<file path="config.mk">
export PLATFORM = sky130hd
export DESIGN_NAME = fpclip_queue
export DESIGN_NICKNAME = d
export VERILOG_FILES = /design/src/design/fpclip_pkg.sv /design/src/design/fpclip_queue.sv
export SDC_FILE = /design/constraint.sdc
export NUM_CORES = 1
export LEC_CHECK = 0
export ABC_CLOCK_PERIOD_IN_PS = 10480
export BUFFER_PORTS_ARGS = -buffer_cell sky130_fd_sc_hd__buf_2
export CORE_AREA = 2 2 540 542
export DETAILED_ROUTE_END_ITERATION = 10
export DIE_AREA = 0 0 542 544
export GPL_ROUTABILITY_DRIVEN = 0
export PLACE_DENSITY = 0.34
export SETUP_SLACK_MARGIN = 0.3
export SLEW_MARGIN = 5
export SYNTH_ARGS = -nofsm -noshare
export SYNTH_HDL_FRONTEND = slang
export SYNTH_SLANG_ARGS = --single-unit
</file>
<file path="constraint.sdc">
create_clock -name clk -period 10.48 [get_ports clk]
set_input_delay 1.048 -clock clk [delete_from_list [all_inputs] [get_ports clk]]
set_output_delay 1.048 -clock clk [all_outputs]
set_load 0.05 [all_outputs]
</file>
<file path="src/design/fpclip_pkg.sv">
package fpclip_pkg;

  localparam int unsigned WORD_W = 32;
  localparam int unsigned NUM_WORDS = 6;
  localparam int unsigned DIST_W = 34;

  localparam logic [2:0] PLANE_LEFT   = 3'd0;
  localparam logic [2:0] PLANE_RIGHT  = 3'd1;
  localparam logic [2:0] PLANE_BOTTOM = 3'd2;
  localparam logic [2:0] PLANE_TOP    = 3'd3;
  localparam logic [2:0] PLANE_NEAR   = 3'd4;
  localparam logic [2:0] PLANE_FAR    = 3'd5;

  typedef logic signed [WORD_W-1:0] word_t;
  typedef word_t [NUM_WORDS-1:0] vtx_t;

  // Edge job handed from the front to the back.
  typedef struct packed {
    vtx_t a;
    vtx_t b;
    logic signed [DIST_W-1:0] da;
    logic signed [DIST_W-1:0] db;
    logic ia;
    logic ib;
    logic single;
    logic close;
  } edge_t;

  typedef enum logic [2:0] {
    BK_IDLE,
    BK_DIV,
    BK_MUL,
    BK_PUSHQ,
    BK_PUSHB,
    BK_FLUSH
  } bk_state_t;

  function automatic logic signed [DIST_W-1:0] dist_of(vtx_t v, logic [2:0] pl);
    logic signed [DIST_W-1:0] x, y, z, w, d;
    x = DIST_W'(v[0]);
    y = DIST_W'(v[1]);
    z = DIST_W'(v[2]);
    w = DIST_W'(v[3]);
    unique case (pl)
      PLANE_LEFT:   d = x + w;
      PLANE_RIGHT:  d = w - x;
      PLANE_BOTTOM: d = y + w;
      PLANE_TOP:    d = w - y;
      PLANE_NEAR:   d = z + w;
      PLANE_FAR:    d = w - z;
      default:      d = -DIST_W'(1);
    endcase
    return d;
  endfunction

endpackage

</file>
<file path="src/design/fpclip_queue.sv">
module fpclip_queue (
  input  logic              clk,
  input  logic              rst_n,
  input  logic              push,
  input  fpclip_pkg::edge_t d0,
  input  logic              two,
  input  fpclip_pkg::edge_t d1,
  output logic [1:0]        room,
  output logic              pop_valid,
  output fpclip_pkg::edge_t pop_data,
  input  logic              pop
);

  fpclip_pkg::edge_t mem_r [2];
  logic [1:0] cnt_r, cnt_nxt;

  always_comb begin
    room = 2'd2 - cnt_r;
    pop_valid = (cnt_r != 2'd0);
    pop_data = mem_r[0];
    cnt_nxt = cnt_r - {1'b0, pop} + (push ? (two ? 2'd2 : 2'd1) : 2'd0);
  end

  // Entry 0 is the head; pushes happen only into an empty queue.
  always_ff @(posedge clk) begin
    if (push) begin
      mem_r[0] <= d0;
      mem_r[1] <= d1;
    end else if (pop) begin
      mem_r[0] <= mem_r[1];
    end
    if (!rst_n) cnt_r <= 2'd0;
    else cnt_r <= cnt_nxt;
  end

`ifndef SYNTH
  a_no_overflow: assert property (@(posedge clk) disable iff (!rst_n)
    push |-> cnt_r == 2'd0) else $error("push into busy queue");
  a_cnt_range: assert property (@(posedge clk) disable iff (!rst_n)
    cnt_r != 2'd3) else $error("queue count overflow");
  a_pop_nonempty: assert property (@(posedge clk) disable iff (!rst_n)
    pop |-> pop_valid) else $error("pop from empty queue");
`endif

endmodule

</file>
**Word-level counts from Yosys, hierarchy flattened**

Memories as Yosys holds them, arrays and structs flattened.
Index checks and enable logic that the tools add are counted.

- Register bits: 2
- Memory bits (writable): 912
- Logic and storage cells: 15
- Memories: 1

Memory list:

| name | words | width | read ports | clocked after Yosys merged registers in | wr ports | RTL line | source |
|---|---|---|---|---|---|---|---|
| mem_r | 2 | 456 | 2 | 0 | 2 | fpclip_queue.sv:14 | `fpclip_pkg::edge_t mem_r [2];` |

- Add/subtract/negate cells: 3
- Muxes and demuxes: 8
- Bitwise gates (word level): 1
- Reductions and logical operators: 1

Operator list:

| kind | count |
|---|---|
| 456-bit two-way mux | 1 |
| 1-bit two-way mux | 5 |
| 2-bit two-way mux | 2 |
| 2-bit adder | 1 |
| 2-bit nonzero test | 1 |
| 2-bit by 1-bit subtractor with 2-bit output | 1 |
| 2-bit subtractor (first input constant) | 1 |
| 1-bit bitwise OR | 1 |

**Depth between registers and ports, before layout**

Gate-level depths: netlist of the first run.

- Depth in word-level cells: 4
- Mapped depth: 7
- Depth with buffers taken out: 7

**Least setup slack after synthesis of the first run**

OpenSTA, ideal clock, no wires.

- Path type: input to register
- Start point: input pop
- End point: memory mem_r[0][0] (netlist bit), enable pin
- Setup time: 633 ps
- Arrival time: 6,501 ps
- Required time: 9,847 ps
- Path slack: 3,346 ps
- Cell stages on the path: 1
- Cell sequence: or2_2

RTL lines:

| what | RTL line | source |
|---|---|---|
| from (decl) | fpclip_queue.sv:11 | `input logic pop` |
| to (decl) | fpclip_queue.sv:14 |  |

==> results_dict.tcl, run 1 <==
set metrics [dict create \
    arrival_ps 3990 \
    final_common_cell "buf_2" \
    syn_to_final_growth_pct 41.40 \
    cp_max_fo 61 \
    dr_total_vias 20120 \
    synth_top_family_by_area "multiplexers" \
    max_slew_margin_pct 18.17 \
    slew_viol_final 0 \
    layout_common_cells "1,374 x buf_2, 912 x edfxtp_1, 440 x mux2_4" \
    leakage_nw 20.52 \
    nNetsFinal 3825 \
    fin_crit_sh_pct 32.87 \
    die_height_um 544 \
    cts_buffer_depth 4 \
    regArea_mm2 0.02743 \
    cts_setup_buffers 0 \
    multi_input_area_mm2 0.006900 \
    synth-xor-area-share_pct 0.08860 \
    p_clk_share_pct 39.4 \
    grt_max_degree 109 \
    clkTransAtPathRegs_ps 60 \
    setup_viol 0 \
    clkLatencyLatePin_ps 810 \
    ctsHoldBuffers 0 \
    vias_per_cell 2.950 \
    track_usage_pct 10.99 \
    fp.dieW_um 542 \
    drc 0 \
    fmax_mhz 290.3 \
    drtIter0Drc 1158 \
    required_ps 11030 \
    root_buffer "clkbuf_16" \
    cap_viol_max_count 0 \
    synth-simple-area-share_pct 0.1205 \
    powerDensity_mw_per_mm2 200.7 \
    antenna_found_initial 116 \
    cts-buffers-inserted 117 \
    die_area_mm2 0.2948 \
    dpl.hpwl_um 138100 \
    intPower_mw 7.135 \
    rsz0062_at_grt "false" \
    port-buffer-count 1375 \
    worstSetupPathType "in -> reg" \
    core_mm2 0.2894 \
    core.rowCount 198 \
    dr.pass1.iters 5 \
    wl_per_cell_um 25.02 \
    p_sw_share_pct 28.79 \
    cp-start-kind "input port" \
    groute.layer.met3.usage_pct 7.037 \
    synth_seq_area_share_pct 77.69 \
    grt_busiest_layer "met2" \
    tritoncts "built" \
    cp-end-kind "flop" \
    antenna_left 0 \
    switchingPower_mw 2.885 \
    grtUsageMet1_pct 12.60 \
    seq_power_share_pct 45.2 \
    synth_mux_area_share_pct 19.22 \
    cts_num_sinks 914 \
    synthesis.area_mm2 0.03530 \
    synth_compound_area_share_pct 0 \
    num_io_pins 1376 \
    nFillCells 31720 \
    period_needed_ps 3445 \
    ys_ff_latch 914 \
    combPwrFrac_pct 15.4 \
    grt_first_pass_wirelength_um 213800 \
    min_path_type "in -> reg" \
    syn_nets 2358 \
    met2_usage_pct 17.12 \
    h-tree-depth 3 \
    avgSynthCellArea_um2 24.55 \
    ys_warn_count 0 \
    utilization_pct 17.25 \
    cts-resized-gates 0 \
    ir_drop_mv 0.1182 \
    grt_pass1_vias 20930 \
    start_util_pct 12.20 \
    outcome "complete, no violations" \
    wl_um 170600 \
    grt-ovfl-total 0 \
    drive_above_1_share_pct 67.21 \
    final_hold_viol_count 0 \
    syn_inst 1438 \
    synth_fa_ha_area_share_pct 0.1063 \
    synth_cell_types 17 \
    clock_skew_ps 29.75 \
    tns_ps 0 \
    worstMarginPinSlew_ps 1227 \
]
-- critical path, cell delays in order --
cell	delay, ps
buf_8	210
nand2b_4	650
buf_12	480
buf_4	840
mux2_2	410
-- per-layer routing --
layer	part of all wire (%)	up-vias
li1	-	8736
met1	39	9865
met2	44	1204
met3	15	266
met4	1.9	48
met5	0.18	-
-- synthesized netlist by cell type --
library cell | number | area, um^2
and2_1 | 2 | 12.51
buf_12 | 44 | 880.8
buf_2 | 1 | 5.000
buf_4 | 1 | 7.510
buf_6 | 6 | 67.56
dfxtp_1 | 2 | 40.04
edfxtp_1 | 912 | 27390
ha_1 | 3 | 37.54
inv_1 | 5 | 18.77
mux2_2 | 16 | 180.2
mux2_4 | 440 | 6606
nand2_1 | 1 | 3.750
nand2b_1 | 1 | 6.260
nand2b_4 | 1 | 13.76
or2_2 | 1 | 6.260
xnor3_1 | 1 | 22.52
xor2_1 | 1 | 8.760
-- final timing paths --
kind	start	endpoint	slack (ps)	cells past startpoint
hold / removal	d1[174]	mem_r[1][174]	390	1
hold reg to reg	mem_r[1][311]	mem_r[0][311]	530	1
setup / recovery	push	mem_r[0][6]	7040	5
setup reg to reg	cnt_r[0]	cnt_r[1]	9260	4
-- final cells by class --
| class | instances | share of cell area, % |
|---|---|---|
| Antenna cell | 24 | 0.1203 |
| Clock inverter | 63 | 1.120 |
| Inverter | 5 | 0.03760 |
| Sequential cell | 914 | 54.94 |
| Multi-Input combinational cell | 467 | 13.82 |
| Tap cell | 3800 | 9.525 |
| Clock buffer | 146 | 6.126 |
| Timing Repair Buffer | 1400 | 14.31 |
-- power groups by stage --
stage	clock, mW	combinational, mW	sequential (mW)
floorplan	0	0.363	5.16
global placement	0	1.57	4.62
detailed placement	0	1.57	4.62
CTS	4.12	1.58	4.55
global route	4.22	1.63	4.57
finish	3.95	1.54	4.53
-- per-stage QoR --
stage          power, mW  setup slack (ps)  instance area (um^2)  hold WS, ps  std cells
5_1_grt            10.41              6946                 49870        323.3       6801
3_3_place_gp       6.193              6166                 46240        528.5       6586
6_report           10.02              7035                 49920        393.0       6819
3_5_place_dp       6.192              6126                 46240        533.2       6586
2_1_floorplan      5.522              3346                 35300        524.6       1438
4_1_cts            10.25              7073                 49860        282.6       6795
-- registers in the layout, summed over array words and instances, names as in the netlist --
name,count
cnt_r,2
mem_r,912
-- logic make-up after synthesis --
kind of cell | after synthesis
buffers and inverters | 57
XOR/XNOR | 2
flip-flops | 914
multiplexers | 456
AND/OR/NAND/NOR | 6
adder cells (fa/ha/maj) | 3
Power figures use the tool's default switching activity.
==> run 2: changes to the inputs <==
- ABC_CLOCK_PERIOD_IN_PS: 10480 -> 3500
- clock period: 10.48 -> 3.5 ns (I/O delays scaled with it)
==> run 2 against run 1 <==
Effect of this change:
- worst hold slack worse by 170 ps
- final area is 20% higher
- wire length is 7.9% higher
- global-route usage is 0.94 points higher
- core utilization is 3.4 points higher
- worst setup slack worse by 6100 ps
- first-iteration DRC count is 6.0% lower
- critical path depth is 6 higher
- sequential share of layout area is 9.1 points lower
- largest cell class unchanged
==> results_dict.tcl, run 2 (synthesis gave the netlist of run 1 again) <==
set metrics [dict create \
    cts-buffers-inserted 121 \
    cts_buffer_depth 4 \
    min_path_type "in -> reg" \
    outcome "complete, no violations" \
    die_height_um 544 \
    worstReg2RegStart "cnt_r[0]" \
    seq_power_share_pct 43.1 \
    drive_above_1_share_pct 52.24 \
    r2r_slack_ps 1680 \
    drtIter0Drc 1089 \
    reg2regPathDepth 5 \
    regMostFlops "mem_r" \
    vias_per_cell 3.047 \
    cts-resized-gates 0 \
    required_ps 4220 \
    clkTransAtPathRegs_ps 60 \
    fin_crit_sh_pct 73.99 \
    cp_cell_sequence "dlygate4sd3_1, buf_8, buf_4, nand2b_1, ha_1, inv_1, ha_1, xor2_1, xnor3_1, and2_1, dlygate4sd3_1" \
    top_regs "mem_r: 912 flops, cnt_r: 2 flops" \
    core.rowCount 198 \
    met2_usage_pct 18.08 \
    cap_viol_max_count 0 \
    setup_viol 0 \
    grt_first_pass_wirelength_um 234600 \
    antenna_found_initial 88 \
    largest_reg_flops 912 \
    grt_max_degree 111 \
    ir_drop_mv 0.3685 \
    fin_ws_ps 910.3 \
    cts_num_sinks 914 \
    period_needed_ps 2590 \
    cp-end-kind "flop" \
    critPathSlowestCell "dlygate4sd3_1" \
    reg2reg_to "cnt_r[1]" \
    fp.dieW_um 542 \
    antenna_left 0 \
    crit_buf_inv 5 \
    leakage_nw 24.77 \
    cpPeakStageDelay_ps 560 \
    drc 0 \
    intPower_mw 22.38 \
    powerDensity_mw_per_mm2 526.7 \
    cts_setup_buffers 0 \
    track_usage_pct 11.93 \
    place_ws_ps 1062 \
    dr_total_vias 23760 \
    grt_pass1_vias 25620 \
    worst-path-stages 11 \
    h-tree-depth 3 \
    max_slew_margin_pct 33.94 \
    layout_common_cells "1,374 x buf_2, 915 x dlygate4sd3_1, 912 x edfxtp_1" \
    port-buffer-count 1375 \
    die_area_mm2 0.2948 \
    tritoncts "built" \
    dr.pass1.iters 5 \
    final_common_cell "buf_2" \
    whs_ps 218.9 \
    nNetsFinal 4797 \
    clock_skew_ps 52.10 \
    core_mm2 0.2894 \
    worstMarginPinSlew_ps 990.9 \
    grt-ovfl-total 0 \
    nFillCells 31120 \
    p_sw_share_pct 28.98 \
    dpl.hpwl_um 151700 \
    num_io_pins 1376 \
    switchingPower_mw 9.135 \
    root_buffer "clkbuf_16" \
    wl_um 184100 \
    start_util_pct 12.20 \
    slew_viol_final 0 \
    arrival_ps 3310 \
    crit_family "buffers and inverters" \
    syn_to_final_growth_pct 69.48 \
    groute.layer.met3.usage_pct 6.823 \
    crit_path_end "cnt_r[1]" \
    grtUsageMet1_pct 13.91 \
    tns_ps 0 \
    rsz0062_at_grt "false" \
    regArea_mm2 0.02743 \
    fmax_mhz 386.1 \
    worstSetupPathType "in -> reg" \
    multi_input_area_mm2 0.006900 \
    clkLatencyLatePin_ps 840 \
    final_hold_viol_count 0 \
    p_clk_share_pct 38.9 \
    combPwrFrac_pct 18.0 \
    cp-start-kind "input port" \
    cp_max_fo 23 \
    grt_busiest_layer "met2" \
    wl_per_cell_um 23.61 \
    crit_start "push" \
]
==> run 2: how the worst min path moves through the flow <==
stage | end | cells after the start | startpoint | slack, ps
final | mem_r[1][52] | 2 | d1[52] | 220
after global routing | mem_r[1][52] | 2 | d1[52] | 160
after CTS | mem_r[1][350] | 2 | d1[350] | 100
after detailed placement | mem_r[1][79] | 1 | d1[79] | 530
after global placement | mem_r[1][182] | 1 | d1[182] | 530
after floorplan | mem_r[1][0] | 0 | d1[0] | 450
==> run 2: stage by stage <==
step,cells,area [um^2],power (mW),utilization (%)
2_1_floorplan,1438,35310,16.51,-
3_3_place_gp,6639,46810,18.66,16.18
3_5_place_dp,6639,46810,18.66,16.18
4_1_cts,7774,59770,32.17,20.66
5_1_grt,7788,59810,32.75,20.67
6_report,7798,59830,31.52,20.68
==> run 2: layout make-up <==
class / count / area share [%]
Timing Repair Buffer: 2368 / 28.20
Multi-Input combinational cell: 467 / 11.53
Inverter: 5 / 0.03137
Clock inverter: 83 / 1.190
Clock buffer: 137 / 5.161
Sequential cell: 914 / 45.84
Antenna cell: 24 / 0.1004
Tap cell: 3800 / 7.946
==> run 2: timing repair <==
action                     in CTS  in global routing
setup endpoints to repair       0                  0
hold buffers                  915                  0
hold endpoints to repair      942                  0
==> run 2: power groups by stage <==
stage          combinational (mW)  clock [mW]  sequential, mW
2_1_floorplan                1.09           0            15.4
3_3_place_gp                 4.83           0            13.8
3_5_place_dp                 4.84           0            13.8
4_1_cts                      5.80        12.8            13.6
5_1_grt                      6.00        13.1            13.7
6_report                     5.68        12.3            13.6
==> run 2: routing by layer <==
metal  up-vias  part of all wire, %
li1      10690                    -
met5         -                0.099
met1     11570                   40
met3       249                   13
met4        28                  3.5
met2      1217                   43
