--- src/design/fpclip_pkg.sv ---
package fpclip_pkg;

  localparam int unsigned WORD_W = 32;
  localparam int unsigned NUM_WORDS = 6;
  localparam int unsigned DIST_W = 34;

  localparam logic [2:0] PLANE_LEFT   = 3'd0;
  localparam logic [2:0] PLANE_RIGHT  = 3'd1;
  localparam logic [2:0] PLANE_BOTTOM = 3'd2;
  localparam logic [2:0] PLANE_TOP    = 3'd3;
  localparam logic [2:0] PLANE_NEAR   = 3'd4;
  localparam logic [2:0] PLANE_FAR    = 3'd5;

  typedef logic signed [WORD_W-1:0] word_t;
  typedef word_t [NUM_WORDS-1:0] vtx_t;

  // Edge job handed from the front to the back.
  typedef struct packed {
    vtx_t a;
    vtx_t b;
    logic signed [DIST_W-1:0] da;
    logic signed [DIST_W-1:0] db;
    logic ia;
    logic ib;
    logic single;
    logic close;
  } edge_t;

  typedef enum logic [2:0] {
    BK_IDLE,
    BK_DIV,
    BK_MUL,
    BK_PUSHQ,
    BK_PUSHB,
    BK_FLUSH
  } bk_state_t;

  function automatic logic signed [DIST_W-1:0] dist_of(vtx_t v, logic [2:0] pl);
    logic signed [DIST_W-1:0] x, y, z, w, d;
    x = DIST_W'(v[0]);
    y = DIST_W'(v[1]);
    z = DIST_W'(v[2]);
    w = DIST_W'(v[3]);
    unique case (pl)
      PLANE_LEFT:   d = x + w;
      PLANE_RIGHT:  d = w - x;
      PLANE_BOTTOM: d = y + w;
      PLANE_TOP:    d = w - y;
      PLANE_NEAR:   d = z + w;
      PLANE_FAR:    d = w - z;
      default:      d = -DIST_W'(1);
    endcase
    return d;
  endfunction

endpackage

--- src/design/fpclip_front.sv ---
module fpclip_front (
  input  logic                clk,
  input  logic                rst_n,
  input  logic [2:0]          plane,
  input  logic                in_valid,
  output logic                in_ready,
  input  fpclip_pkg::vtx_t    in_vtx,
  input  logic                in_lst,
  output logic                q_push,
  output fpclip_pkg::edge_t   q_data0,
  output logic                q_two,
  output fpclip_pkg::edge_t   q_data1,
  input  logic [1:0]          q_room
);

  fpclip_pkg::vtx_t first_r, first_nxt, prev_r, prev_nxt;
  logic seen_r, seen_nxt;
  logic signed [fpclip_pkg::DIST_W-1:0] dv, dp, df;

  always_comb begin
    dv = fpclip_pkg::dist_of(in_vtx, plane);
    dp = fpclip_pkg::dist_of(prev_r, plane);
    df = fpclip_pkg::dist_of(first_r, plane);
    in_ready = (q_room == 2'd2);
    q_push = in_valid && in_ready && (seen_r || in_lst);
    q_two = seen_r && in_lst;
    q_data0.a = prev_r;
    q_data0.b = in_vtx;
    q_data0.da = dp;
    q_data0.db = dv;
    q_data0.ia = (dp >= 0) && (plane <= fpclip_pkg::PLANE_FAR);
    q_data0.ib = (dv >= 0) && (plane <= fpclip_pkg::PLANE_FAR);
    q_data0.single = !seen_r;
    q_data0.close = !seen_r;
    q_data1.a = in_vtx;
    q_data1.b = first_r;
    q_data1.da = dv;
    q_data1.db = df;
    q_data1.ia = q_data0.ib;
    q_data1.ib = (df >= 0) && (plane <= fpclip_pkg::PLANE_FAR);
    q_data1.single = 1'b0;
    q_data1.close = 1'b1;
    first_nxt = first_r;
    prev_nxt = prev_r;
    seen_nxt = seen_r;
    if (in_valid && in_ready) begin
      prev_nxt = in_vtx;
      if (!seen_r) first_nxt = in_vtx;
      seen_nxt = !in_lst;
    end
  end

  always_ff @(posedge clk) begin
    first_r <= first_nxt;
    prev_r <= prev_nxt;
    if (!rst_n) seen_r <= 1'b0;
    else seen_r <= seen_nxt;
  end

endmodule

--- config.mk ---
export PLATFORM = sky130hd
export DESIGN_NAME = fpclip_front
export DESIGN_NICKNAME = d
export VERILOG_FILES = /design/src/design/fpclip_pkg.sv /design/src/design/fpclip_front.sv
export SDC_FILE = /design/constraint.sdc
export NUM_CORES = 1
export LEC_CHECK = 0
export BUFFER_PORTS_ARGS = -buffer_cell sky130_fd_sc_hd__buf_2
export CAP_MARGIN = 30
export CORE_AREA = 8 8 428 430
export DETAILED_ROUTE_END_ITERATION = 12
export DIE_AREA = 0 0 436 438
export SYNTH_ARGS = -nofsm -noshare
export SYNTH_HDL_FRONTEND = slang
export SYNTH_SLANG_ARGS = --single-unit
--- constraint.sdc ---
create_clock -name clk -period 10.1 [get_ports clk]
set_input_delay 2.02 -clock clk [delete_from_list [all_inputs] [get_ports clk]]
set_output_delay 2.02 -clock clk [all_outputs]
set_load 0.02 [all_outputs]
After elaboration in Yosys (flattened, before gate mapping)
Cells that the tools add are included.
- register bits: 385
- input bits: 201
- output and inout port bits: 915
- logic and storage cells: 56
- add/subtract/negate cells: 18
- order comparisons: 4
- equal/unequal tests: 6
- multiplexer cells: 3
- bitwise gates (word level): 1
- reduce and logical (&&, ||, !) cells: 11
- operators with widths (operator ; count):
    34-bit one-hot mux with 6 select lines ; 3
    32-bit by 32-bit adder with 33-bit output ; 9
    32-bit by 32-bit subtractor with 33-bit output ; 9
    34-bit by 1-bit >= comparator with 1-bit output, second input constant ; 3
    3-bit by 2-bit == test with 1-bit output, second input constant ; 2
    3-bit == test, second input constant ; 2
    1-bit logical AND ; 6
    3-bit by 1-bit == test with 1-bit output, second input constant ; 1
    3-bit less-or-equal comparator, second input constant ; 1
    3-bit logical NOT ; 1
    2-bit == test, second input constant ; 1
    1-bit logical NOT ; 2
    2-bit AND reduction ; 1
    1-bit logical OR ; 1
    1-bit NOT ; 1

Depth between registers and ports, before layout
Gate-level depths: netlist (run 1).
- depth in word-level cells: 4
- mapped depth: 23
- gate-level depth less buffers: 21

Worst setup path before layout (run 1)
Ideal clock, no wire load.
- kind: input to output
- start: in q_room[1]
- end: out q_push
- arrival time: 7.442 ns
- required time: 8.080 ns
- setup slack: 0.638 ns
- stages on the path: 3
- path buffers: 0
- path through: nor2b_1 > and2_1 > o21a_1
- word-level cells in the longest chain between the ends: 3
- RTL lines (item ; line ; source):
    from (decl) ; fpclip_front.sv:13 ; input logic [1:0] q_room
    2-bit == test ; fpclip_front.sv:24 ; in_ready = (q_room == 2'd2);
    1-bit logical AND (2 in a row) ; fpclip_front.sv:25 ; q_push = in_valid && in_ready && (seen_r || in_lst);
    to (decl) ; fpclip_front.sv:9 ; output logic q_push,
Every way passes these cells.

==> results of run 1 <==
registers in the layout (all words and copies together) (netlist names):
register / count
seen_r: 1
q_data0: 192
q_data1: 192
power by group through the flow:
stage               sequential [W]  clock [W]  combinational (W)
floorplan                  0.00199          0            0.00131
global placement           0.00194          0            0.00223
detailed placement         0.00194          0            0.00224
CTS                        0.00191    0.00204            0.00224
global route               0.00191    0.00207            0.00236
finish                     0.00191    0.00197            0.00223
per-stage QoR:
stage | hold WS (ns) | total power [W] | utilization, %
after floorplan | 0.507 | 0.00330 | -
after global placement | 0.526 | 0.00417 | 19.4
after detailed placement | 0.556 | 0.00418 | 19.4
after CTS | 0.568 | 0.00619 | 20.4
after global routing | 0.607 | 0.00635 | 20.4
final | 0.567 | 0.00611 | 20.4
routing by layer:
| metal | global-route usage [%] | vias up | share of wire (%) |
|---|---|---|---|
| met5 | 0 | - | 0 |
| met4 | 9.17 | 0 | 5.9 |
| met3 | 3.60 | 238 | 5.9 |
| met2 | 32.6 | 1304 | 50 |
| met1 | 21.1 | 13700 | 39 |
| li1 | - | 12100 | - |
how the worst max path moves through the flow:
| stage | slack, ns | endpoint | cells after the start | start |
|---|---|---|---|---|
| finish | 0.50 | q_data0[37] | 23 | in_vtx[47] |
| global route | 0.20 | q_data1[71] | 23 | in_vtx[47] |
| CTS | 0.49 | q_data1[70] | 23 | in_vtx[47] |
| detailed placement | 0.49 | q_data1[70] | 23 | in_vtx[47] |
| global placement | 0.43 | q_data1[28] | 18 | plane[2] |
| floorplan | 0.64 | q_push | 3 | q_room[1] |
critical path, stage by stage:
cell	delay (ns)
buf_2	0.21
or3_1	0.67
or3_1	0.63
nor4_1	0.26
buf_4	0.21
nand2_1	0.10
nor2_1	0.11
nor2_1	0.05
xnor2_1	0.34
o221ai_1	0.23
o21ai_0	0.25
ha_1	0.41
a21o_1	0.22
a21o_1	0.17
a21o_1	0.19
a21o_1	0.17
a21oi_1	0.13
nor2b_1	0.07
a311o_1	0.31
a21oi_1	0.14
buf_4	0.15
mux2i_1	0.29
buf_2	0.23
cell usage after synthesis, drive strengths merged (52+ instances only):
master  number
nor2       259
ha         107
clkbuf     100
xor2       113
a21oi      168
nor3       102
inv         54
a21o        56
edfxtp     384
nand2      223
o21ai      189
buf        435
xnor2      194
o22ai       52
area by class of cell:
type                    instances  share of cell area [%]
multi-input cells            2027                    36.5
flip-flops and latches        385                    32.0
repair buffers               1213                    17.8
well taps                    2355                    8.16
clock buffers                  60                    3.74
clock inverters                35                    1.14
inverters                      54                   0.561
diodes                         15                   0.104
cells by family (layout without fill, tap and decap cells):
family | Yosys count | count (layout) | share of synthesized area, %
flops | 385 | 385 | 40.5
buf+inv | 589 | 1362 | 13.4
other cells | 2 | 17 | 0.0264
xor+xnor | 307 | 307 | 9.43
simple gates | 848 | 848 | 14.2
fa+ha+maj | 110 | 110 | 4.91
mux | 44 | 44 | 1.57
compound gates | 716 | 716 | 16.0
==> metrics.txt, run 1 <==
Max clock buf depth=3; Clock Skew=0.0260 ns; Synth Flop Type=edfxtp_1; share of cells above drive strength 1=35.5%; clock period minus worst slack=9.60 ns; Gate power share=36.5%; chip height=438 microns; Detailed Place HPWL=157000 microns; r2r worst-path depth=4; die width=436 microns; worst vdd ir=0.126 mV; Routed Antenna Nets=0; fillcell total=19600; final std cells w/o fill=6144; residual DRC count=0; Seq cells post-synth=385; kind of critical path=input port to output pin; most frequent cells in the layout=1111 x buf_2, 384 x edfxtp_1, 257 x nor2_1, 222 x nand2_1, 194 x xnor2_1; Max Fclk=104 MHz; Reg area=11600 sq um; routed wire length=187000 microns; Max-slew headroom=22.2%; syn_nets=3312; Worst EP arrival=7.58 ns; 1st-pass router iterations=5; final setup margin=0.497 ns; first-pass GRT wire length=245000 microns; number of flops mapped to enable cells by yosys=384; CP required=8.08 ns; die area=191000 sq um; post-route setup TNS=0 ns; Reg2Reg Setup Slack=7.65 ns; clock-pin slew on the worst setup and hold paths=0.06 ns; cell taking the most area after synthesis=edfxtp_1; outcome=finished clean; crit share post-route=95.1%; Reg power frac=31.2%; Worst Hold End=seen_r$_SDFFE_PN0P_; Post-Layout Inst Area=36100 sq um; Core Box Area=177000 sq um; Inst Count DP=6033; standard-cell rows=155; CTS Sinks=385; iteration-0 DRC count of the detailed router=2693; Cell Pwr Density=169 nW/um^2; Startpoint Class=input port; total CTS buffers=52; Layout area overhead=26.8%; ranking of synthesized cells by area=edfxtp_1 40%, buf_4 11%, xnor2_1 6.0%; hold_buf cts=0; worst hold start=seen_r$_SDFFE_PN0P_; initial antenna violation count=16; Setup WS pre-CTS=0.494 ns; HP Class=flip-flop to flip-flop; max-slew violations=0; DR vias=27300; Syn Inst Count=3001; endpoints failing setup=0; CTS root buffer=clkbuf_16; H-tree levels=2; area share of the largest cell type after synthesis=40.5%; most common cell after layout, fill and taps aside=buf_2; Worst-Skew Late Latency=0.69 ns; leakage power figure=14.4 nW; final net count=4044; Mapped Area=28500 sq um; worst-path fanout max=8; gr usage total=18.4%; largest net degree at the start of global routing=139; Switching Share=40.2%; critical register-to-register path startpoint=seen_r$_SDFFE_PN0P_; Post-CTS Repair Setup Buffers=0; worst slew pin tran=1.17 ns; Sw Pwr=0.00246 W; Seq/Total Area, Yosys=40.5%; YS warnings=0; Clock Power Share=32.3%; GRT overflow=0; vias in the first global route=27000; Cells on Worst Hold Path=1; IO buf count=1113; Initial Util=16.1%; Final Hold Fails=0; max-cap viol count=0; RSZ-0062 raised after global routing=false; Post-Syn Area per Cell=9.50 sq um; routability cong.=0.948; Cell variety after synth=79; reg-to-reg endpoint=q_data1[197]$_DFFE_PP_; cell area after placement=34300 sq um; Multi-input gate area=13200 sq um; crit path capture type=output pin; Avg WL per Cell=30.5 microns; post-CTS sizing=0; async set-reset flop share out of synthesis=0%; TritonCTS clock tree=yes; number of top-level pins=1116; Pint=0.00365 W; post-DR vias/cell=4.44
(Power assumes the default switching activity.)
==> inputs of run 2 (changes only) <==
--- a/config.mk
+++ b/config.mk
@@ -5,9 +5,11 @@
 export SDC_FILE = /design/constraint.sdc
 export NUM_CORES = 1
 export LEC_CHECK = 0
+export ABC_AREA = 0
 export BUFFER_PORTS_ARGS = -buffer_cell sky130_fd_sc_hd__buf_2
 export CAP_MARGIN = 30
 export CORE_AREA = 8 8 428 430
+export CTS_BUF_LIST = sky130_fd_sc_hd__clkbuf_8 sky130_fd_sc_hd__clkbuf_16
 export DETAILED_ROUTE_END_ITERATION = 12
 export DIE_AREA = 0 0 436 438
 export SYNTH_ARGS = -nofsm -noshare
==> metrics.txt, run 2 (synthesis results as in run 1) <==
outcome=finished clean; Sw Pwr=0.00246 W; metal3 WL=11000 microns; final std cells w/o fill=6144; iteration-0 DRC count of the detailed router=2634; endpoints failing setup=0; Max Fclk=104 MHz; post-CTS sizing=0; Detailed Place HPWL=157000 microns; Worst Hold End=seen_r$_SDFFE_PN0P_; worst slew pin tran=1.17 ns; Core Box Area=177000 sq um; worst vdd ir=0.127 mV; critical register-to-register path startpoint=seen_r$_SDFFE_PN0P_; Layout area overhead=26.8%; crit path capture type=output pin; most common cell after layout, fill and taps aside=buf_2; Inst Count DP=6033; routed wire length=188000 microns; Reg2Reg Setup Slack=7.64 ns; gr usage total=18.4%; DR vias=27300; chip height=438 microns; fin util=20.4%; initial antenna violation count=16; first-pass GRT wire length=245000 microns; Initial Util=16.1%; residual DRC count=0; kind of critical path=input port to output pin; largest net degree at the start of global routing=139; total power=0.00610 W; CTS root buffer=clkbuf_16; die area=191000 sq um; IO buf count=1113; Routed Antenna Nets=0; worst-path fanout max=8; clock-pin slew on the worst setup and hold paths=0.06 ns; clock period minus worst slack=9.58 ns; share of cells above drive strength 1=35.5%; vias in the first global route=27000; most frequent cells in the layout=1111 x buf_2, 384 x edfxtp_1, 257 x nor2_1, 222 x nand2_1, 194 x xnor2_1; max-cap viol count=0; r2r worst-path depth=4; Max clock buf depth=3; crit share post-route=94.8%; CP required=8.08 ns; critical path, cell by cell=buf_2 > or3_1 > or3_1 > nor4_1 > buf_4 > nand2_1 > nor2_1 > nor2_1 > xnor2_1 > o221ai_1 > o21ai_0 > ha_1 > a21o_1 > a21o_1 > a21o_1 > a21o_1 > a21oi_1 > nor2b_1 > a311o_1 > a21oi_1 > buf_4 > mux2i_1 > buf_2; Worst-Skew Late Latency=0.69 ns; hold_buf cts=0; Post-CTS Repair Setup Buffers=0; Final Hold Fails=0; Buf/Inv on CP=4; die width=436 microns; Setup WS pre-CTS=0.494 ns; H-tree levels=2; max incr delay on CP=0.66 ns; Pint=0.00364 W; RSZ-0062 raised after global routing=false; leakage power figure=14.4 nW; Worst EP arrival=7.56 ns; reg-to-reg endpoint=q_data1[197]$_DFFE_PP_; 1st-pass router iterations=6; Max-slew headroom=21.7%; Clock Skew=0.0249 ns; standard-cell rows=155; Gate power share=36.5%; fillcell total=19600; TritonCTS clock tree=yes; met1 wire length=72300 microns; worst hold start=seen_r$_SDFFE_PN0P_; Top delay family on crit path=simple AND/OR/NAND/NOR gates; Startpoint Class=input port; met2 wire len=93300 microns; Clock Power Share=32.2%; final net count=4044; post-DR vias/cell=4.45; Switching Share=40.3%; Cells on Worst Hold Path=1; number of top-level pins=1116; critical path's slowest cell=or3_1; Cell Pwr Density=169 nW/um^2; Most common cell on crit path=a21o_1; Reg power frac=31.3%; GRT overflow=0; final setup margin=0.523 ns; post-route setup TNS=0 ns; total CTS buffers=52; DR top layer=met4; CTS Sinks=385; routability cong.=0.948; max-slew violations=0; HP Class=flip-flop to flip-flop; Avg WL per Cell=30.5 microns
[run 2: changes by cell type in the layout (fill, tap and decap cells not counted)]
cell	previous run	this run
clkbuf_1	7	0
inv_1	53	60
[run 2: worst max path at each step]
stage | startpoint | to | slack (ns) | depth (start not counted)
5_1_grt | in_vtx[47] | q_data1[71] | 0.20 | 23
6_report | in_vtx[47] | q_data0[37] | 0.52 | 23
3_3_place_gp | plane[2] | q_data1[28] | 0.43 | 18
3_5_place_dp | in_vtx[47] | q_data1[70] | 0.49 | 23
2_1_floorplan | q_room[1] | q_push | 0.64 | 3
4_1_cts | in_vtx[47] | q_data1[70] | 0.49 | 23
[run 2: layer usage]
metal | track usage [%] | vias up
met3 | 3.60 | 238
li1 | - | 12100
met1 | 21.1 | 13700
met2 | 32.6 | 1352
met4 | 9.17 | 0
met5 | 0 | -
[run 2: per-stage QoR]
step           instance area, sq um  hold WS [ns]
3_3_place_gp                  34300         0.526
2_1_floorplan                 28500         0.507
3_5_place_dp                  34300         0.556
6_report                      36100         0.567
5_1_grt                       36100         0.607
4_1_cts                       36100         0.568
[run 2: final cells by class]
cell class | instances | area, sq um | share of cell area (%)
Sequential cell | 385 | 11600 | 32.0
Tap cell | 2355 | 2950 | 8.16
Timing Repair Buffer | 1213 | 6420 | 17.8
Clock buffer | 53 | 1330 | 3.67
Inverter | 54 | 203 | 0.561
Clock inverter | 42 | 437 | 1.21
Multi-Input combinational cell | 2027 | 13200 | 36.5
Antenna cell | 15 | 37.5 | 0.104
[run 2: power groups by stage]
stage	clock, W	combinational [W]	sequential, W
finish	0.00196	0.00223	0.00191
floorplan	0	0.00131	0.00199
global route	0.00206	0.00236	0.00191
global placement	0	0.00223	0.00194
CTS	0.00204	0.00224	0.00191
detailed placement	0	0.00224	0.00194
