[src/design/fpclip_pkg.sv]
package fpclip_pkg;

  localparam int unsigned WORD_W = 32;
  localparam int unsigned NUM_WORDS = 6;
  localparam int unsigned DIST_W = 34;

  localparam logic [2:0] PLANE_LEFT   = 3'd0;
  localparam logic [2:0] PLANE_RIGHT  = 3'd1;
  localparam logic [2:0] PLANE_BOTTOM = 3'd2;
  localparam logic [2:0] PLANE_TOP    = 3'd3;
  localparam logic [2:0] PLANE_NEAR   = 3'd4;
  localparam logic [2:0] PLANE_FAR    = 3'd5;

  typedef logic signed [WORD_W-1:0] word_t;
  typedef word_t [NUM_WORDS-1:0] vtx_t;

  // Edge job handed from the front to the back.
  typedef struct packed {
    vtx_t a;
    vtx_t b;
    logic signed [DIST_W-1:0] da;
    logic signed [DIST_W-1:0] db;
    logic ia;
    logic ib;
    logic single;
    logic close;
  } edge_t;

  typedef enum logic [2:0] {
    BK_IDLE,
    BK_DIV,
    BK_MUL,
    BK_PUSHQ,
    BK_PUSHB,
    BK_FLUSH
  } bk_state_t;

  function automatic logic signed [DIST_W-1:0] dist_of(vtx_t v, logic [2:0] pl);
    logic signed [DIST_W-1:0] x, y, z, w, d;
    x = DIST_W'(v[0]);
    y = DIST_W'(v[1]);
    z = DIST_W'(v[2]);
    w = DIST_W'(v[3]);
    unique case (pl)
      PLANE_LEFT:   d = x + w;
      PLANE_RIGHT:  d = w - x;
      PLANE_BOTTOM: d = y + w;
      PLANE_TOP:    d = w - y;
      PLANE_NEAR:   d = z + w;
      PLANE_FAR:    d = w - z;
      default:      d = -DIST_W'(1);
    endcase
    return d;
  endfunction

endpackage

[src/design/fpclip_back.sv]
module fpclip_back #(
  parameter int FRAC_BITS = 16
) (
  input  logic              clk,
  input  logic              rst_n,
  input  logic              job_valid,
  input  fpclip_pkg::edge_t job,
  output logic              job_pop,
  output logic              res_valid,
  input  logic              res_ready,
  output fpclip_pkg::vtx_t  res_vtx,
  output logic              res_empty,
  output logic              res_last
);

  localparam int NUM_W = fpclip_pkg::DIST_W + FRAC_BITS;
  localparam int T_W = FRAC_BITS + 1;
  localparam int CNT_W = $clog2(NUM_W + 1);
  localparam int PROD_W = fpclip_pkg::WORD_W + 1 + T_W + 1;

  fpclip_pkg::bk_state_t st_r, st_nxt;
  fpclip_pkg::edge_t job_r, job_nxt;
  fpclip_pkg::vtx_t hold_r, hold_nxt, q_r, q_nxt;
  logic held_r, held_nxt;
  logic [NUM_W-1:0] quo_r, quo_nxt;
  logic [fpclip_pkg::DIST_W:0] rem_r, rem_nxt, den_r, den_nxt;
  logic [CNT_W-1:0] cnt_r, cnt_nxt;
  logic [2:0] wi_r, wi_nxt;
  logic ov_r, ov_nxt;
  fpclip_pkg::vtx_t ov_vtx_r, ov_vtx_nxt;
  logic ov_empty_r, ov_empty_nxt, ov_last_r, ov_last_nxt;
  logic [fpclip_pkg::DIST_W:0] rem_sh;
  logic signed [fpclip_pkg::WORD_W:0] diff;
  logic signed [PROD_W-1:0] prod;
  logic signed [fpclip_pkg::WORD_W:0] step;
  logic [fpclip_pkg::DIST_W-1:0] num_abs, den_abs;
  logic signed [fpclip_pkg::DIST_W-1:0] dd;
  logic out_free;

  always_comb begin
    out_free = !ov_r || res_ready;
    res_valid = ov_r;
    res_vtx = ov_vtx_r;
    res_empty = ov_empty_r;
    res_last = ov_last_r;
    st_nxt = st_r;
    job_nxt = job_r;
    hold_nxt = hold_r;
    held_nxt = held_r;
    q_nxt = q_r;
    quo_nxt = quo_r;
    rem_nxt = rem_r;
    den_nxt = den_r;
    cnt_nxt = cnt_r;
    wi_nxt = wi_r;
    ov_nxt = ov_r && !res_ready;
    ov_vtx_nxt = ov_vtx_r;
    ov_empty_nxt = ov_empty_r;
    ov_last_nxt = ov_last_r;
    job_pop = 1'b0;
    dd = job.da - job.db;
    num_abs = job.da[fpclip_pkg::DIST_W-1] ? -job.da : job.da;
    den_abs = dd[fpclip_pkg::DIST_W-1] ? -dd : dd;
    rem_sh = {rem_r[fpclip_pkg::DIST_W-1:0], quo_r[NUM_W-1]};
    diff = {job_r.b[wi_r][fpclip_pkg::WORD_W-1], job_r.b[wi_r]}
         - {job_r.a[wi_r][fpclip_pkg::WORD_W-1], job_r.a[wi_r]};
    prod = PROD_W'(diff) * PROD_W'($signed({1'b0, quo_r[T_W-1:0]}));
    step = (fpclip_pkg::WORD_W+1)'(prod >>> FRAC_BITS);
    unique case (st_r)
      fpclip_pkg::BK_IDLE: begin
        if (job_valid) begin
          job_pop = 1'b1;
          job_nxt = job;
          if (job.single) begin
            st_nxt = fpclip_pkg::BK_FLUSH;
            held_nxt = job.ib;
            hold_nxt = job.ib ? job.b : '0;
          end else if (job.ia != job.ib) begin
            st_nxt = fpclip_pkg::BK_DIV;
            quo_nxt = {num_abs, FRAC_BITS'(0)};
            rem_nxt = '0;
            den_nxt = {1'b0, den_abs};
            cnt_nxt = CNT_W'(NUM_W);
          end else if (job.ib) begin
            st_nxt = fpclip_pkg::BK_PUSHB;
          end else if (job.close) begin
            st_nxt = fpclip_pkg::BK_FLUSH;
          end
        end
      end
      fpclip_pkg::BK_DIV: begin
        // One quotient bit per cycle, restoring.
        if (rem_sh >= den_r) begin
          rem_nxt = rem_sh - den_r;
          quo_nxt = {quo_r[NUM_W-2:0], 1'b1};
        end else begin
          rem_nxt = rem_sh;
          quo_nxt = {quo_r[NUM_W-2:0], 1'b0};
        end
        cnt_nxt = cnt_r - 1'b1;
        if (cnt_r == CNT_W'(1)) begin
          st_nxt = fpclip_pkg::BK_MUL;
          wi_nxt = '0;
          if (den_r == '0) quo_nxt = '0;
        end
      end
      fpclip_pkg::BK_MUL: begin
        q_nxt[wi_r] = fpclip_pkg::WORD_W'(
          {job_r.a[wi_r][fpclip_pkg::WORD_W-1], job_r.a[wi_r]} + step);
        wi_nxt = wi_r + 1'b1;
        if (wi_r == 3'(fpclip_pkg::NUM_WORDS - 1)) st_nxt = fpclip_pkg::BK_PUSHQ;
      end
      fpclip_pkg::BK_PUSHQ: begin
        if (out_free) begin
          if (held_r) begin
            ov_nxt = 1'b1;
            ov_vtx_nxt = hold_r;
            ov_empty_nxt = 1'b0;
            ov_last_nxt = 1'b0;
          end
          hold_nxt = q_r;
          held_nxt = 1'b1;
          if (job_r.ib) st_nxt = fpclip_pkg::BK_PUSHB;
          else if (job_r.close) st_nxt = fpclip_pkg::BK_FLUSH;
          else st_nxt = fpclip_pkg::BK_IDLE;
        end
      end
      fpclip_pkg::BK_PUSHB: begin
        if (out_free) begin
          if (held_r) begin
            ov_nxt = 1'b1;
            ov_vtx_nxt = hold_r;
            ov_empty_nxt = 1'b0;
            ov_last_nxt = 1'b0;
          end
          hold_nxt = job_r.b;
          held_nxt = 1'b1;
          st_nxt = job_r.close ? fpclip_pkg::BK_FLUSH : fpclip_pkg::BK_IDLE;
        end
      end
      fpclip_pkg::BK_FLUSH: begin
        if (out_free) begin
          ov_nxt = 1'b1;
          ov_vtx_nxt = held_r ? hold_r : '0;
          ov_empty_nxt = !held_r;
          ov_last_nxt = 1'b1;
          held_nxt = 1'b0;
          st_nxt = fpclip_pkg::BK_IDLE;
        end
      end
      default: st_nxt = fpclip_pkg::BK_IDLE;
    endcase
  end

  always_ff @(posedge clk) begin
    job_r <= job_nxt;
    hold_r <= hold_nxt;
    q_r <= q_nxt;
    quo_r <= quo_nxt;
    rem_r <= rem_nxt;
    den_r <= den_nxt;
    cnt_r <= cnt_nxt;
    wi_r <= wi_nxt;
    ov_vtx_r <= ov_vtx_nxt;
    ov_empty_r <= ov_empty_nxt;
    ov_last_r <= ov_last_nxt;
    if (!rst_n) begin
      st_r <= fpclip_pkg::BK_IDLE;
      held_r <= 1'b0;
      ov_r <= 1'b0;
    end else begin
      st_r <= st_nxt;
      held_r <= held_nxt;
      ov_r <= ov_nxt;
    end
  end

`ifndef SYNTH
  a_out_hold: assert property (@(posedge clk) disable iff (!rst_n)
    res_valid && !res_ready |=> res_valid) else $error("result dropped");
  a_empty_last: assert property (@(posedge clk) disable iff (!rst_n)
    res_valid && res_empty |-> res_last) else $error("empty without last");
  a_flush_clears: assert property (@(posedge clk) disable iff (!rst_n)
    st_r == fpclip_pkg::BK_FLUSH && out_free |=> !held_r)
    else $error("hold not cleared");
`endif

endmodule

[config.mk]
export PLATFORM = sky130hd
export DESIGN_NAME = fpclip_back
export DESIGN_NICKNAME = d
export VERILOG_FILES = /design/src/design/fpclip_pkg.sv /design/src/design/fpclip_back.sv
export SDC_FILE = /design/constraint.sdc
export NUM_CORES = 2
export LEC_CHECK = 0
export ABC_AREA = 1
export BUFFER_PORTS_ARGS = -buffer_cell sky130_fd_sc_hd__clkbuf_2
export CAP_MARGIN = 20
export CORE_ASPECT_RATIO = 0.6
export CORE_MARGIN = 2
export CORE_UTILIZATION = 40
export CTS_CLUSTER_DIAMETER = 80
export DETAILED_ROUTE_END_ITERATION = 10
export GPL_TIMING_DRIVEN = 0
export PLACE_DENSITY_LB_ADDON = 0.05
export SYNTH_ARGS = -nofsm -noshare
export SYNTH_HDL_FRONTEND = slang
export SYNTH_SLANG_ARGS = --single-unit
[constraint.sdc]
create_clock -name clk -period 29.8 [get_ports clk]
set_clock_uncertainty 0.15 [all_clocks]
set_input_delay 5.96 -clock clk [delete_from_list [all_inputs] [get_ports clk]]
set_output_delay 5.96 -clock clk [all_outputs]
set_load 0.005 [all_outputs]
Word-level counts from Yosys, hierarchy flattened
Cells that the tools add are included.
{ "totals": {"ff_bits": 1096, "input_bits": 460, "out_inout_bits": 196, "elab_cells": 165} }
{ "op_classes": {"addsub": 8, "mul": 1, "magnitude_cmp": 3, "eq_ne": 20, "n_mux": 67, "n_bitwise": 1, "n_reduce_logical": 22} }
{ "ops": {"columns": ["cell", "count"], "rows": [
  ["2-to-1 mux 192 bit", 9],
  ["case mux 192 bit (3 select lines)", 1],
  ["case mux 192 bit (2 select lines)", 1],
  ["2-to-1 mux 50 bit", 5],
  ["binary-select mux 32 bit (select 3 bit)", 2],
  ["bitwise mux 192 bit", 1],
  ["2-to-1 mux 34 bit", 5],
  ["case mux 50 bit (2 select lines)", 1],
  ["demux 32 bit (select 3 bit)", 1],
  ["2-to-1 mux 32 bit", 3],
  ["negator 34 bit", 2],
  ["case mux 34 bit (2 select lines)", 1],
  ["subtractor 34 bit", 2],
  ["multiplier 33 x 18 -> 48 bit", 1],
  ["2-to-1 mux 3 bit", 13],
  ["greater-or-equal comparator 35 x 34 -> 1 bit", 1],
  ["zero test 35 bit", 1],
  ["2-to-1 mux 33 bit", 1],
  ["subtractor 32 x 32 -> 33 bit", 1],
  ["adder 32 bit", 1],
  ["2-to-1 mux 6 bit", 3],
  ["!= test 2 bit, second input constant", 9],
  ["case mux 3 bit (6 select lines)", 1],
  ["2-to-1 mux 1 bit", 13],
  ["other kinds (27)", 43]
]} }

Logic depth before layout (Yosys ltp)
{ "logic_depth": {"depth_word": 6, "mapped_depth": 64, "mapped_depth_nobuf": 62} }

Least setup slack after synthesis
Ideal clock, no wire load.
{ "synth_path": {"path_type": "in2out", "from": "input port job_valid", "to": "output port job_pop", "arrival_time_ns": 21.906, "required_time_ns": 23.690, "path_slack_ns": 1.784, "cell_stages": 2, "n_path_buf": 0, "path_cell_list": "inv_1 -> nor2_1"} }
{ "synth_via": {"elab_chain_len": 2} }
{ "synth_lines": {"columns": ["item", "line_no", "source"], "rows": [
  ["from (decl)", "fpclip_back.sv:6", "input logic job_valid,"],
  ["2-to-1 mux 1 bit", "fpclip_back.sv:71", "if (job_valid) begin"],
  ["2-to-1 mux 1 bit", "fpclip_back.sv:69", "unique case (st_r)"],
  ["to (decl)", "fpclip_back.sv:8", "output logic job_pop,"]
]} }
Every way passes these cells.

Worst setup path in the final report
{ "layout_path": {"from": "register wi_r[0]", "to": "register q_r[188] (netlist bit) (data pin)"} }
{ "layout_via": {"elab_chain_len": 6, "elab_cells_between_ends": 13, "classes_between": "add/sub (2); mul (1); order compare (2); mux (7); reduce/logical (1)"} }
{ "layout_lines": {"columns": ["item", "line_no", "source"], "rows": [
  ["from (decl)", "fpclip_back.sv:28", "logic [2:0] wi_r, wi_nxt;"],
  ["from (signal assigned)", "fpclip_back.sv:163", "wi_r <= wi_nxt;"],
  ["binary-select mux 32 bit (select 3 bit) (on tied branches)", "fpclip_back.sv:65, fpclip_back.sv:66, fpclip_back.sv:109", null],
  ["2-to-1 mux 32 bit (on tied branches)", "fpclip_back.sv:65, fpclip_back.sv:66, fpclip_back.sv:109", null],
  ["subtractor 32 x 32 -> 33 bit", "fpclip_back.sv:66", "- {job_r.a[wi_r][fpclip_pkg::WORD_W-1], job_r.a[wi_r]};"],
  ["multiplier 33 x 18 -> 48 bit", "fpclip_back.sv:67", "prod = PROD_W'(diff) * PROD_W'($signed({1'b0, quo_r[T_W-1:0]}));"],
  ["adder 32 bit", "fpclip_back.sv:109", "{job_r.a[wi_r][fpclip_pkg::WORD_W-1], job_r.a[wi_r]} + step);"],
  ["bitwise mux 192 bit *", "fpclip_back.sv:108", "q_nxt[wi_r] = fpclip_pkg::WORD_W'("],
  ["to (signal assigned)", "fpclip_back.sv:158", "q_r <= q_nxt;"],
  ["to (decl)", "fpclip_back.sv:23", "fpclip_pkg::vtx_t hold_r, hold_nxt, q_r, q_nxt;"]
]} }
Every way passes the cells marked *; elsewhere a longest branch is shown, timed or not. The select of a mux whose other input is x is not followed.
A chain may end at the register's enable or synchronous reset.

==> reports/qor.yml <==
grt:
  antenna_found_initial: 47
  grt_pass1_vias: 54077
  grt_pass1_wl_um: 396000
  grt_remaining_overflow: 0
  grt_max_degree: 37
  grtUsageTotal_pct: 31.1
critical_path:
  slowest_stage: "clkbuf_1"
  start_kind: "register"
  crit_fanout: 10
  end_kind: "register"
  crit_top_cell: "inv_1"
  reg2regPathDepth: 52
  cp.arrival_ns: 17.29
  worst_ep_required_time_ns: 29.99
  rr_endpoint: "q_r[188]"
  critPathMaxStageDelay_ns: 0.94
  r2r_start: "wi_r[0]"
  crit_type: "register to register"
  reg2reg_setup_slack_ns: 12.70
logic_synthesis:
  yosysUniqueCellTypes: 68
  syn_area_per_cell_sq_um: 9.87
  ys_ff_latch: 1096
  yosys_warnings: 0
  synthXorXnorAreaFrac_pct: 2.26
  synthArstFlopShare_pct: 0
  muxShareOfSynthArea_pct: 0
  synth_compound_area_share_pct: 8.03
  synth_top_family_by_area: "adder cells"
  ys_seq_area_share_pct: 46.7
  synthAdderAreaFrac_pct: 19.2
  yosys.area_share.simple_pct: 15.0
  syn_nets: 8356
  synthFlopType: "edfxtp_1"
  syn_area_sq_mm: 0.0703
  synth_edf_count: 1091
  syn_inst: 7126
min_path:
  hp-class: "register to register"
  hp-start: "q_r[2]"
  hold_depth: 2
  holdPathEnd: "hold_r[2]"
sta:
  setup_viol_count_final: 0
  fin_setup_tns_ns: 0
  slew_violations: 0
  max_freq_mhz: 58.5
  rsz0062_at_grt: "no"
  fin_crit_ns: 17.10
  worstMarginPinSlew_ns: 1.26
  setup_slack_ns: 12.70
  post-route-period-util_pct: 57.4
  slew_headroom_pct: 16.3
  hold_viol: 0
final_layout:
  fill_cells: 17062
  finish.utilization_pct: 46.8
  fin_cells: 10498
  synthToLayoutAreaGrowth_pct: 16.6
  drive_gt1_share_pct: 14.3
  layout.nets: 9260
floorplanning:
  fp.dieH_um: 329
  design.die.area_sq_mm: 0.179
  initial_core_util_pct: 40.2
  fp-row-count: 119
  io_pins: 656
  core_area_sq_mm: 0.175
  die_w_um: 545
route:
  top_layer: "met5"
  drt_first_iter_violations: 6957
  wl_met1_um: 132000
  finalWirelength_um: 282000
  dr.pass1.iters: 6
  wl_per_cell_um: 26.9
  routed_via_density: 5.35
  ant_nets: 0
  drc: 0
  wl_met2_um: 112000
  wl_met3_um: 31900
  vias: 56188
placed_design:
  port_buffers: 655
  gp_congestion: 0.957
  dp_slack_ns: 13.35
  place_inst: 10263
  dp_hpwl_um: 232000
cts:
  cts_tree: "done"
  clockBufferDepth: 3
  cts_hold_buf: 0
  cts_root_buf: "clkbuf_16"
  post_cts_resized: 0
  clk_latency_ns: 0.74
  numClockSinks: 1096
  clk_pin_slew_ns: 0.07
  htree_levels: 3
  cts-buffers-inserted: 111
  post_cts_buffers: 0
run_status:
  status: "finished clean"
run:
  cap_viol_max_count: 0
==> stage by stage <==
step	hold slack (ns)	cell area (sq um)
after detailed placement	0.358	78200
final	0.367	82000
after CTS	0.367	81800
after global placement	0.349	76500
after global routing	0.381	82000
after floorplan	0.327	70300
==> Yosys cell counts (30+ instances only) <==
| library cell | number | area (sq um) |
|---|---|---|
| a21oi_1 | 348 | 1740 |
| nand2_1 | 959 | 3600 |
| xnor2_1 | 70 | 613 |
| nor3_1 | 36 | 180 |
| a31oi_1 | 41 | 257 |
| o211ai_1 | 118 | 886 |
| o21ai_0 | 303 | 1520 |
| ha_1 | 252 | 3150 |
| fa_1 | 518 | 10400 |
| edfxtp_1 | 1091 | 32800 |
| clkbuf_1 | 239 | 897 |
| nor2_1 | 859 | 3220 |
| xor2_1 | 104 | 911 |
| or2_2 | 89 | 557 |
| nand3_1 | 442 | 2210 |
| inv_1 | 1318 | 4950 |
| o32ai_1 | 30 | 263 |
==> worst max-delay path, delay by kind of cell (launching register included) <==
family,cells,cell delay (ns)
AO/OA/AOI/OAI,13,3.65
XOR/XNOR,2,1.13
adder cells (fa/ha/maj),9,4.38
buffers and inverters,15,4.64
flip-flops,1,0.43
AND/OR/NAND/NOR,13,2.24
==> routing by layer <==
layer,up-vias,global-route usage (%)
met5,-,0
met3,302,8.62
met4,36,5.88
met2,2709,42.6
li1,25059,-
met1,28082,48.5
==> how the worst max path moves through the flow <==
stage / start / end / cells past startpoint
finish: wi_r[0] / q_r[188] / 52
global placement: job_valid / job_pop / 4
detailed placement: wi_r[0] / q_r[92] / 50
floorplan: job_valid / job_pop / 2
global route: wi_r[0] / q_r[188] / 55
CTS: wi_r[0] / q_r[188] / 48
==> final cells by class <==
class,instances,area [sq um],share of cell area (%)
diodes,15,37.5,0.0458
plain buffers,277,1070,1.31
clock buffers,136,2870,3.50
clock inverters,71,749,0.914
inverters,1346,5050,6.16
multi-input cells,4407,31400,38.3
flip-flops and latches,1096,32900,40.1
well taps,2359,2950,3.60
repair buffers,791,5000,6.09
==> cell families (layout without fill, tap and decap cells) <==
group	count (synthesis)	count (layout)
and+or+nand+nor	2496	2496
DFF	1096	1096
other	0	15
buffers and inverters	1623	2621
xor gates and xnor gates	178	178
AOI/OAI and AO/OA	963	963
adders and majority gates	770	770
==> flip-flops by register name (all words and copies together), names as in the netlist, 3 cells and up <==
name	count
q_r	192
rem_r	34
cnt_r	6
den_r	34
hold_r	192
wi_r	3
quo_r	50
job_r	386
st_r	3
res_vtx	192
==> cell usage in the layout (no fill, tap or decap), types with 30 or more instances in the layout <==
cell type	instances
inv_1	1318
edfxtp_1	1091
nand2_1	959
nor2_1	854
clkbuf_2	659
fa_1	518
nand3_1	442
a21oi_1	348
o21ai_0	303
clkbuf_1	260
ha_1	252
o211ai_1	118
clkbuf_16	111
xor2_1	104
or2_2	89
xnor2_1	69
buf_4	49
a31oi_1	41
buf_6	34
clkinv_1	30
nor3_1	30
Power is left out: the tool's default activity adds up to more than one toggle a clock period on the data nets, which glitch-free logic cannot reach.
